### config.mk
export PLATFORM = sky130hd
export DESIGN_NAME = dhcp_option_tlv_extract_core
export DESIGN_NICKNAME = d
export VERILOG_FILES = /design/src/hdl/dhcptlv_pkg.sv /design/src/hdl/dhcp_option_tlv_extract_core.sv /design/src/hdl/dhcptlv_step.sv /design/src/hdl/dhcptlv_step_wrap_note.sv
export SDC_FILE = /design/constraint.sdc
export NUM_CORES = 1
export LEC_CHECK = 0
export BUFFER_PORTS_ARGS = -buffer_cell sky130_fd_sc_hd__buf_4
export CAP_MARGIN = 20
export CELL_PAD_IN_SITES_DETAIL_PLACEMENT = 1
export CELL_PAD_IN_SITES_GLOBAL_PLACEMENT = 1
export CORE_ASPECT_RATIO = 2
export CORE_MARGIN = 3
export CORE_UTILIZATION = 30
export CTS_CLUSTER_DIAMETER = 80
export DETAILED_ROUTE_END_ITERATION = 6
export GPL_TIMING_DRIVEN = 0
export PLACE_DENSITY = 0.65
export SLEW_MARGIN = 20
export SYNTH_ARGS = -nofsm -noshare
export SYNTH_HDL_FRONTEND = slang
export SYNTH_SLANG_ARGS = --single-unit
### constraint.sdc
create_clock -name clock -period 3.8 [get_ports clock]
set_input_delay 0.38 -clock clock [delete_from_list [all_inputs] [get_ports clock]]
set_output_delay 0.38 -clock clock [all_outputs]
set_load 0.02 [all_outputs]
### src/hdl/dhcptlv_pkg.sv
`default_nettype none

package dhcptlv_pkg;

   // Sizes of the three option areas of a DHCP message, in bytes.
   localparam int OPTIONS_BYTES = 312;
   localparam int FILE_BYTES    = 128;
   localparam int SNAME_BYTES   = 64;

   localparam int POS_W = 9;
   localparam int LEN_W = 9;

   localparam logic [POS_W-1:0] OPTIONS_LAST = POS_W'(OPTIONS_BYTES - 1);
   localparam logic [POS_W-1:0] FILE_LAST    = POS_W'(FILE_BYTES - 1);
   localparam logic [POS_W-1:0] SNAME_LAST   = POS_W'(SNAME_BYTES - 1);

   localparam logic [LEN_W-1:0] LEN_MAX = '1;

   // Option codes with a fixed meaning.
   localparam logic [7:0] CODE_PAD      = 8'd0;
   localparam logic [7:0] CODE_END      = 8'd255;
   localparam logic [7:0] CODE_OVERLOAD = 8'd52;

   // Region tags.
   localparam logic [1:0] REGION_OPTIONS = 2'd0;
   localparam logic [1:0] REGION_FILE    = 2'd1;
   localparam logic [1:0] REGION_SNAME   = 2'd2;

   typedef enum logic [1:0] {
      PH_CODE  = 2'd0,
      PH_LEN   = 2'd1,
      PH_VALUE = 2'd2
   } phase_type;

   typedef struct packed {
      phase_type        phase;
      logic [7:0]       bytes_left;
      logic [POS_W-1:0] position;
      logic [1:0]       active_region;
      logic [1:0]       overload_bits;
      logic             overload_seen;
      logic             collecting;
      logic             grab_overload;
      logic [LEN_W-1:0] length_sum;
      logic             match_seen;
      logic             finished;
   } scan_state_type;

   localparam scan_state_type SCAN_CLEAR = '{
      phase:         PH_CODE,
      bytes_left:    8'd0,
      position:      '0,
      active_region: REGION_OPTIONS,
      overload_bits: 2'b00,
      overload_seen: 1'b0,
      collecting:    1'b0,
      grab_overload: 1'b0,
      length_sum:    '0,
      match_seen:    1'b0,
      finished:      1'b0
   };

   typedef struct packed {
      logic             valid;
      logic [7:0]       value_byte;
      logic             value_valid;
      logic             scan_done;
      logic             found;
      logic [LEN_W-1:0] total_length;
   } scan_result_type;

   // Position of the final byte of a region.
   function automatic logic [POS_W-1:0] region_last(input logic [1:0] r);
      logic [POS_W-1:0] v;
      case (r)
         REGION_OPTIONS: v = OPTIONS_LAST;
         REGION_FILE:    v = FILE_LAST;
         default:        v = SNAME_LAST;
      endcase
      return v;
   endfunction

endpackage

`default_nettype wire

### src/hdl/dhcp_option_tlv_extract_core.sv
`default_nettype none

// DHCP option extractor with option-overload support.
// The req channel carries one option-area byte per item, in message order:
// the options field, then the boot-file field, then the server-name field.
// req_tuser tags each item with its region and with the start-of-message flag.
// The block walks the code-length-value options and sends one rsp item for
// every value byte of an option whose code equals the code written over the
// csr port, and one item (rsp_tlast high) on the byte that ends the scan.
// Every rsp item also carries the running found flag and collected length.
// Bytes of a region that is not being scanned, and bytes after the end of
// the scan, give no rsp item. A new message begins with message_start.
// The step logic is combinational and its result is registered, so a result
// appears in the cycle after the item is accepted. One item is accepted in
// every cycle while the result register is empty or being read.
// When the receiver stalls, the result register holds and req_tready drops.
// Reset clears the scan state and the result register and sets the wanted
// code to 1. The csr port should only be written while the block is idle.
module dhcp_option_tlv_extract_core (
   input  wire        clock,
   input  wire        reset,
   input  wire        req_tvalid,
   output logic       req_tready,
   input  wire [7:0]  req_tdata,    // data_byte[7:0]
   input  wire [2:0]  req_tuser,    // region[1:0], message_start[2]
   output logic       rsp_tvalid,
   input  wire        rsp_tready,
   output logic [23:0] rsp_tdata,   // value_byte[7:0], found[8], total_length[17:9], zero
   output logic [0:0] rsp_tuser,    // value_valid[0]
   output logic       rsp_tlast,    // scan_done
   input  wire        csr_wr_en,
   input  wire [7:0]  csr_wr_data
);

   dhcptlv_pkg::scan_state_type  state_ff;
   dhcptlv_pkg::scan_state_type  state_in;
   dhcptlv_pkg::scan_result_type result;
   logic [7:0]                   wanted_ff;
   logic                         space;
   logic                         accept;

   assign req_tready = space;
   assign accept     = req_tvalid && space;

   // Wanted option code, reset to 1.
   always_ff @(posedge clock) begin
      if (reset) begin
         wanted_ff <= 8'd1;
      end else if (csr_wr_en) begin
         wanted_ff <= csr_wr_data;
      end
   end

   // The scan state advances only on an accepted item.
   always_ff @(posedge clock) begin
      if (reset) begin
         state_ff <= dhcptlv_pkg::SCAN_CLEAR;
      end else if (accept) begin
         state_ff <= state_in;
      end
   end

   dhcptlv_step u_step (
      .state_cur     (state_ff),
      .data_byte     (req_tdata),
      .region        (req_tuser[1:0]),
      .message_start (req_tuser[2]),
      .wanted_code   (wanted_ff),
      .state_next    (state_in),
      .result        (result)
   );

   dhcptlv_out_reg u_out (
      .clock      (clock),
      .reset      (reset),
      .load       (accept),
      .result     (result),
      .rsp_tready (rsp_tready),
      .rsp_tvalid (rsp_tvalid),
      .rsp_tdata  (rsp_tdata),
      .rsp_tuser  (rsp_tuser),
      .rsp_tlast  (rsp_tlast),
      .space      (space)
   );

endmodule

`default_nettype wire

### src/hdl/dhcptlv_step.sv
`default_nettype none

// Next scan state and result for one option-area byte.
module dhcptlv_step (
   input  wire dhcptlv_pkg::scan_state_type  state_cur,
   input  wire logic [7:0]                   data_byte,
   input  wire logic [1:0]                   region,
   input  wire logic                         message_start,
   input  wire logic [7:0]                   wanted_code,
   output dhcptlv_pkg::scan_state_type       state_next,
   output dhcptlv_pkg::scan_result_type      result
);

   dhcptlv_pkg::scan_state_type cur;
   logic                        last;
   logic                        emit;
   logic                        done;
   logic                        switched;
   logic [7:0]                  left_dec;

   always_comb begin
      cur        = message_start ? dhcptlv_pkg::SCAN_CLEAR : state_cur;
      state_next = cur;
      emit       = 1'b0;
      done       = 1'b0;
      switched   = 1'b0;
      last       = (cur.position >= dhcptlv_pkg::region_last(cur.active_region));
      left_dec   = (cur.bytes_left != 8'd0) ? cur.bytes_left - 8'd1 : 8'd0;

      if (!cur.finished && (region == cur.active_region)) begin
         case (cur.phase)
            dhcptlv_pkg::PH_CODE: begin
               if (last) begin
                  // No room for a length byte: the region ends here.
                  done = 1'b1;
               end else if (data_byte == dhcptlv_pkg::CODE_PAD) begin
                  done = 1'b0;
               end else if (data_byte == dhcptlv_pkg::CODE_END) begin
                  if (cur.overload_bits[0]) begin
                     state_next.overload_bits[0] = 1'b0;
                     state_next.active_region    = dhcptlv_pkg::REGION_FILE;
                     state_next.position         = '0;
                     switched                    = 1'b1;
                  end else if (cur.overload_bits[1]) begin
                     state_next.overload_bits[1] = 1'b0;
                     state_next.active_region    = dhcptlv_pkg::REGION_SNAME;
                     state_next.position         = '0;
                     switched                    = 1'b1;
                  end else begin
                     done = 1'b1;
                  end
               end else begin
                  state_next.collecting = (data_byte == wanted_code);
                  if (data_byte == wanted_code) begin
                     state_next.match_seen = 1'b1;
                  end
                  state_next.grab_overload =
                     (data_byte == dhcptlv_pkg::CODE_OVERLOAD) && !cur.overload_seen;
                  if ((data_byte == dhcptlv_pkg::CODE_OVERLOAD) && !cur.overload_seen) begin
                     state_next.overload_seen = 1'b1;
                  end
                  state_next.phase = dhcptlv_pkg::PH_LEN;
               end
            end
            dhcptlv_pkg::PH_LEN: begin
               state_next.bytes_left = data_byte;
               if (data_byte != 8'd0) begin
                  state_next.phase = dhcptlv_pkg::PH_VALUE;
               end else begin
                  state_next.phase         = dhcptlv_pkg::PH_CODE;
                  state_next.grab_overload = 1'b0;
               end
               done = last;
            end
            dhcptlv_pkg::PH_VALUE: begin
               if (cur.grab_overload) begin
                  state_next.overload_bits = data_byte[1:0];
                  state_next.grab_overload = 1'b0;
               end
               if (cur.collecting) begin
                  emit = 1'b1;
                  if (cur.length_sum != dhcptlv_pkg::LEN_MAX) begin
                     state_next.length_sum = cur.length_sum + dhcptlv_pkg::LEN_W'(1);
                  end
               end
               state_next.bytes_left = left_dec;
               if (left_dec == 8'd0) begin
                  state_next.phase = dhcptlv_pkg::PH_CODE;
               end
               done = last;
            end
            default: begin
               state_next.phase = dhcptlv_pkg::PH_CODE;
            end
         endcase

         if (done) begin
            state_next.finished = 1'b1;
         end else if (!switched) begin
            state_next.position = cur.position + dhcptlv_pkg::POS_W'(1);
         end
      end

      result.valid        = emit || done;
      result.value_byte   = emit ? data_byte : 8'd0;
      result.value_valid  = emit;
      result.scan_done    = done;
      result.found        = state_next.match_seen;
      result.total_length = state_next.length_sum;
   end

endmodule

`default_nettype wire

### src/hdl/dhcptlv_step_wrap_note.sv
`default_nettype none

// Result holding register: keeps one finished result until the receiver
// takes it, and frees itself in the same cycle that it is taken.
module dhcptlv_out_reg (
   input  wire                                clock,
   input  wire                                reset,
   input  wire logic                          load,
   input  wire dhcptlv_pkg::scan_result_type  result,
   input  wire logic                          rsp_tready,
   output logic                               rsp_tvalid,
   output logic [23:0]                        rsp_tdata,
   output logic [0:0]                         rsp_tuser,
   output logic                               rsp_tlast,
   output logic                               space
);

   logic                         valid_ff;
   logic                         valid_in;
   logic [7:0]                   value_ff;
   logic                         vvalid_ff;
   logic                         done_ff;
   logic                         found_ff;
   logic [dhcptlv_pkg::LEN_W-1:0] total_ff;

   assign space = !valid_ff || rsp_tready;

   always_comb begin
      if (load && result.valid) begin
         valid_in = 1'b1;
      end else if (rsp_tready) begin
         valid_in = 1'b0;
      end else begin
         valid_in = valid_ff;
      end
   end

   always_ff @(posedge clock) begin
      if (reset) begin
         valid_ff <= 1'b0;
      end else begin
         valid_ff <= valid_in;
      end
   end

   always_ff @(posedge clock) begin
      if (load && result.valid) begin
         value_ff  <= result.value_byte;
         vvalid_ff <= result.value_valid;
         done_ff   <= result.scan_done;
         found_ff  <= result.found;
         total_ff  <= result.total_length;
      end
   end

   assign rsp_tvalid = valid_ff;
   assign rsp_tdata  = {6'd0, total_ff, found_ff, value_ff};
   assign rsp_tuser  = vvalid_ff;
   assign rsp_tlast  = done_ff;

endmodule

`default_nettype wire
==> impl_metrics.env, run 1 <==
export IMPL_grt_ovfl_total=0
export IMPL_synth_distinct_cells=76
export IMPL_yosysTopAreaCellShare_pct=22.1
export IMPL_dieHeight_um=173
export IMPL_synth_seq_area_share_pct=36.5
export IMPL_post_route_util_pct=37.5
export IMPL_htreeDepth=3
export IMPL_status="complete, no violations"
export IMPL_area_growth_pct=21.5
export IMPL_fmax_mhz=295
export IMPL_grt_pass1_vias=4449
export IMPL_num_rows=60
export IMPL_setup_viol=0
export IMPL_drtIter0Drc=282
export IMPL_path_max_fanout=19
export IMPL_clock_skew_ps=5.81
export IMPL_cp_startpoint="req_tuser[2]"
export IMPL_rrSetupSlack_ps=830
export IMPL_cts_tree="done"
export IMPL_first_pass_iters=5
export IMPL_drtAntennaViolNets=0
export IMPL_dieArea_sq_mm=0.0154
export IMPL_drive_gt1_share_pct=17.9
export IMPL_cp_num_buf_inv=5
export IMPL_synth_top_area_cell="dfxtp_1"
export IMPL_timing_rr_end="state_ff[21]"
export IMPL_start_util_pct=30.9
export IMPL_hold_viol_final=0
export IMPL_powerDensity_mw_per_mm2=363
export IMPL_cts_hold_buffers_added=0
export IMPL_grt_max_degree=20
export IMPL_clkLatencyLatePin_ps=340
export IMPL_critPathRequiredTime_ps=3980
export IMPL_critical_path_class="primary input to flip-flop"
export IMPL_antenna_found_initial=0
export IMPL_clk_path_buf_depth=2
export IMPL_synth_async_reset_ratio_pct=0
export IMPL_maxSlewHeadroom_pct=46.8
export IMPL_numCtsBuffers=9
export IMPL_fill_cells=1601
export IMPL_clk_root_buffer_cell="clkbuf_16"
export IMPL_synth_ff_type="dfxtp_1"
export IMPL_path_delay_family="buffers and inverters"
export IMPL_hold_class="primary input to flip-flop"
export IMPL_maxCapViolCount=0
export IMPL_die_w_um=89.4
export IMPL_synth_area_leaders="dfxtp_1 22%, edfxtp_1 14%, nand2_1 3.6%"
export IMPL_netlist_instances=478
export IMPL_period_minus_slack_ps=3390
export IMPL_cts_clk_slew_worst_paths_ps=60
export IMPL_ios=52
export IMPL_num_vias=4110
export IMPL_yosysWarnings=0
export IMPL_dp_hpwl_um=11600
export IMPL_max_stage_delay_ps=450
export IMPL_core_sq_mm=0.0135
export IMPL_final_nets=571
export IMPL_drt_total_wl_um=15300
export IMPL_ff2ff_path_depth=10
export IMPL_antenna_cells=0
export IMPL_drc=0
export IMPL_slew_violations=0
export IMPL_cp_data_arrival_time_ps=3570
export IMPL_clock_sinks=66
export IMPL_synthesis_area_sq_mm=0.00417
export IMPL_path_depth=13
export IMPL_critPathCapture="state_ff[21]"
export IMPL_worst_slew_pin_slew_ps=798
export IMPL_port_buffers=43
export IMPL_gp_routability_congestion=0.926
export IMPL_synth_edf_count=20
export IMPL_rsz0062_at_grt="false"
export IMPL_fin_setup_tns_ps=0
export IMPL_end_kind="flip-flop"
export IMPL_finalNonFillerCells=696
export IMPL_wire_per_inst_um=21.9
export IMPL_vias_per_cell=5.91
export IMPL_p_leak_nw=1.86
export IMPL_grt_pass1_wl_um=24500
export IMPL_ys_ff_latch=66
export IMPL_dpl_cell_count=681
export IMPL_p_total_mw=1.84
export IMPL_fin_crit_sh_pct=89.3
export IMPL_cpMaxStageDelayCell="or3_1"
export IMPL_grt_use_total_pct=20.9
export IMPL_startpoint_type="primary input"
export IMPL_ir_worst_vdd_uv=206
export IMPL_reg2reg_from="state_ff[17]"
export IMPL_crit_path_cell_trace="buf_4 -> buf_4 -> inv_1 -> buf_2 -> o21ai_0 -> ha_1 -> a21oi_1 -> or3_1 -> o221a_2 -> buf_2 -> or2_2 -> a311oi_1 -> a311oi_1"
export IMPL_synth_avg_cell_area_sq_um=8.73
cells in the mapped netlist (all sizes together) (8+ instances only):
cell type / instances
nand2: 40
nand3: 20
nor2: 32
mux2i: 13
nor2b: 12
a21oi: 22
nor3: 13
inv: 15
edfxtp: 20
or3: 9
xnor2: 11
buf: 19
clkbuf: 16
dfxtp: 46
a22oi: 9
o21ai: 22
nand4: 11
and2: 12
nor4: 8
ha: 11
a21o: 8
layout by cell type, fill, tap and decap left out, types with 12 or more instances in the layout:
cell type / n
buf_4: 51
dfxtp_1: 46
nand2_1: 40
nor2_1: 31
a21oi_1: 22
o21ai_0: 21
edfxtp_1: 20
nand3_1: 18
inv_1: 15
clkbuf_1: 13
mux2i_1: 13
and2_1: 12
nor2b_1: 12
layout make-up:
cell class | instances | area, sq um | share of cell area (%)
inverter | 15 | 56.3 | 1.11
sequential | 66 | 1520 | 30.0
clock inverter | 6 | 92.6 | 1.83
tap | 155 | 194 | 3.83
buffer | 33 | 180 | 3.55
clock buffer | 10 | 229 | 4.52
timing repair buffer | 43 | 323 | 6.37
multi-input combinational | 368 | 2470 | 48.8
per-stage QoR:
step                setup slack [ps]  hold slack, ps  area (sq um)
floorplan                        204             437          4190
global placement               -1270             443          4710
detailed placement             -1400             451          4710
CTS                             65.7             270          5060
global route                     131             286          5070
finish                           405             278          5070
timing repair:
item                                    in CTS  in global routing
gates cloned                                 1                  0
endpoints found under the setup margin      42                 21
pin swaps                                    1                  0
buffers inserted                             0                  0
resized for setup                            9                  3
power breakdown:
part | leakage, nW | switching, mW | internal, mW
clock network | 0.149 | 0.341 | 0.577
logic | 1.19 | 0.118 | 0.0649
registers | 0.516 | 0.00893 | 0.732
how the worst min path moves through the flow:
stage | from | endpoint | slack [ps] | depth (start not counted)
final | csr_wr_data[0] | wanted_ff[0] | 280 | 3
after global routing | csr_wr_data[0] | wanted_ff[0] | 290 | 3
after CTS | csr_wr_data[0] | wanted_ff[0] | 270 | 3
after detailed placement | state_ff[1] | state_ff[1] | 450 | 2
after global placement | state_ff[1] | state_ff[1] | 440 | 2
after floorplan | state_ff[1] | state_ff[1] | 440 | 2
kinds of logic after synthesis:
| logic type | Yosys count | share of synthesized area (%) |
|---|---|---|
| AOI/OAI and AO/OA | 125 | 21.5 |
| xor gates and xnor gates | 16 | 3.36 |
| adders and majority gates | 11 | 3.30 |
| buffers and inverters | 50 | 5.61 |
| DFF | 66 | 36.5 |
| muxes | 15 | 3.66 |
| other | 1 | 0.0899 |
| and+or+nand+nor | 194 | 26.0 |
registers in the layout, summed over array words and instances (netlist names):
name / flops
u_out.rsp_tlast: 1
state_ff: 37
u_out.rsp_tvalid: 1
u_out.value_ff: 8
u_out.total_ff: 9
u_out.found_ff: 1
wanted_ff: 8
u_out.rsp_tuser: 1
metal layers:
| layer | global-route usage, % | up-vias | part of all wire, % |
|---|---|---|---|
| met1 | 21.8 | 2052 | 35 |
| met4 | 11.2 | 0 | 4.9 |
| met5 | 0 | - | 0 |
| met3 | 3.24 | 45 | 3.3 |
| met2 | 38.0 | 109 | 57 |
| li1 | - | 1904 | - |
tightest hold or removal path: stages:
cell     delay (ps)
buf_4            80
mux2i_1          60
nand2_1          60
Power figures use the tool's default switching activity.
==> run 2, diff against run 1 <==
CORE_MARGIN = 5   (was 3)
==> impl_metrics.env, run 2 (synthesis gave the netlist of run 1 again) <==
export IMPL_gp_routability_congestion=0.900
export IMPL_cpMaxStageDelayCell="or3_1"
export IMPL_hold_viol_final=0
export IMPL_maxSlewHeadroom_pct=46.3
export IMPL_grt_max_degree=20
export IMPL_antenna_found_initial=0
export IMPL_antenna_cells=0
export IMPL_fill_cells=1645
export IMPL_dpl_cell_area_sq_mm=0.00475
export IMPL_max_stage_delay_ps=390
export IMPL_crit_top_cell="buf_2"
export IMPL_grt_ovfl_total=0
export IMPL_path_max_fanout=10
export IMPL_period_minus_slack_ps=3660
export IMPL_clkLatencyLatePin_ps=340
export IMPL_drive_gt1_share_pct=18.5
export IMPL_startpoint_type="primary input"
export IMPL_dieHeight_um=177
export IMPL_grt_pass1_wl_um=24000
export IMPL_rsz0062_at_grt="false"
export IMPL_p_leak_nw=1.85
export IMPL_clock_skew_ps=6.91
export IMPL_ir_worst_vdd_uv=217
export IMPL_core_sq_mm=0.0138
export IMPL_hold_class="primary input to flip-flop"
export IMPL_num_vias=4087
export IMPL_min_from="csr_wr_data[0]"
export IMPL_numCtsBuffers=9
export IMPL_top_register="state_ff"
export IMPL_setup_viol=0
export IMPL_drc=0
export IMPL_post_route_util_pct=36.9
export IMPL_final_nets=572
export IMPL_critPathRequiredTime_ps=3990
export IMPL_dpl_cell_count=715
export IMPL_ios=52
export IMPL_clock_sinks=66
export IMPL_dp_hpwl_um=11800
export IMPL_final_cell_mix="51 x buf_4, 46 x dfxtp_1, 40 x nand2_1"
export IMPL_die_w_um=93.4
export IMPL_status="complete, no violations"
export IMPL_first_pass_iters=4
export IMPL_maxCapViolCount=0
export IMPL_port_buffers=43
export IMPL_worst_slew_pin_slew_ps=805
export IMPL_cts_tree="done"
export IMPL_drtIter0Drc=204
export IMPL_largest_register_ffs=37
export IMPL_finalNonFillerCells=731
export IMPL_cp_data_arrival_time_ps=3850
export IMPL_fmax_mhz=273
export IMPL_drt_total_wl_um=15500
export IMPL_vias_per_cell=5.59
export IMPL_reg_largest_list="state_ff: 37 flops, u_out.total_ff: 9 flops"
export IMPL_clk_path_buf_depth=2
export IMPL_slew_violations=0
export IMPL_powerDensity_mw_per_mm2=346
export IMPL_start_util_pct=30.2
export IMPL_reg2reg_from="state_ff[17]"
export IMPL_end_kind="flip-flop"
export IMPL_fin_setup_tns_ps=0
export IMPL_fin_crit_sh_pct=96.4
export IMPL_cts_clk_slew_worst_paths_ps=60
export IMPL_grt_pass1_vias=4403
export IMPL_clk_root_buffer_cell="clkbuf_16"
export IMPL_cp_startpoint="req_tuser[2]"
export IMPL_grt_use_total_pct=19.1
export IMPL_stdcell_area_sq_mm=0.00510
export IMPL_htreeDepth=3
export IMPL_num_rows=61
export IMPL_critical_path_class="primary input to flip-flop"
export IMPL_drtAntennaViolNets=0
export IMPL_area_growth_pct=22.2
export IMPL_final_common_cell="buf_4"
export IMPL_dieArea_sq_mm=0.0165
export IMPL_wire_per_inst_um=21.2
export IMPL_crit_path_cell_trace="buf_4 -> buf_4 -> buf_2 -> buf_2 -> clkbuf_4 -> nor2_1 -> ha_1 -> nand4b_1 -> or3_1 -> o221a_2 -> buf_2 -> or2_2 -> a211oi_1 -> nor4_1"
[run 2: layer usage]
metal / global-route usage, % / share of wire (%)
met2: 36.2 / 56
met1: 18.3 / 35
met4: 11.9 / 5.8
met3: 3.36 / 2.9
met5: 0 / 0
[run 2: power breakdown]
| part | switching [mW] | total [mW] | internal, mW | leakage, nW |
|---|---|---|---|---|
| Combinational | 0.120 | 0.186 | 0.0651 | 1.20 |
| Clock | 0.340 | 0.840 | 0.499 | 0.139 |
| Sequential | 0.00850 | 0.741 | 0.732 | 0.516 |
[run 2: metrics by stage]
stage | power, mW | hold WS, ps | worst slack (ps)
final | 1.77 | 271 | 138
after global routing | 1.82 | 275 | 15.3
after CTS | 1.79 | 260 | 14.3
after detailed placement | 0.939 | 463 | -1280
after global placement | 0.935 | 443 | -1260
after floorplan | 0.860 | 437 | 204
[run 2: worst paths after layout]
path | to | slack (ps) | cells past startpoint
setup / recovery | state_ff[19] | 140 | 14
setup reg to reg | state_ff[19] | 770 | 10
hold reg to reg | state_ff[1] | 470 | 2
hold / removal | wanted_ff[0] | 270 | 3
[run 2: repair_timing]
item,4_1_cts,5_1_grt
endpoints found under the hold margin,0,0
pin swaps,1,0
endpoints found under the setup margin,40,26
cloned,1,0
hold buffers,0,0
setup buffers,0,0
resized for setup,8,7
[run 2: worst max-delay path, delay by kind of cell]
kind	cells	cell delay, ps
compound gates	2	560
fa+ha+maj	1	330
buf+inv	6	1520
simple gates	5	1050
[run 2: area by class of cell]
cell class                      count  area [sq um]  share of cell area (%)
Inverter                           15          56.3                    1.10
Tap cell                          189           236                    4.64
Sequential cell                    66          1520                    29.8
Timing Repair Buffer               43           323                    6.33
Buffer                             34           183                    3.58
Clock buffer                       11           264                    5.18
Clock inverter                      5          36.3                   0.712
Multi-Input combinational cell    368          2480                    48.6
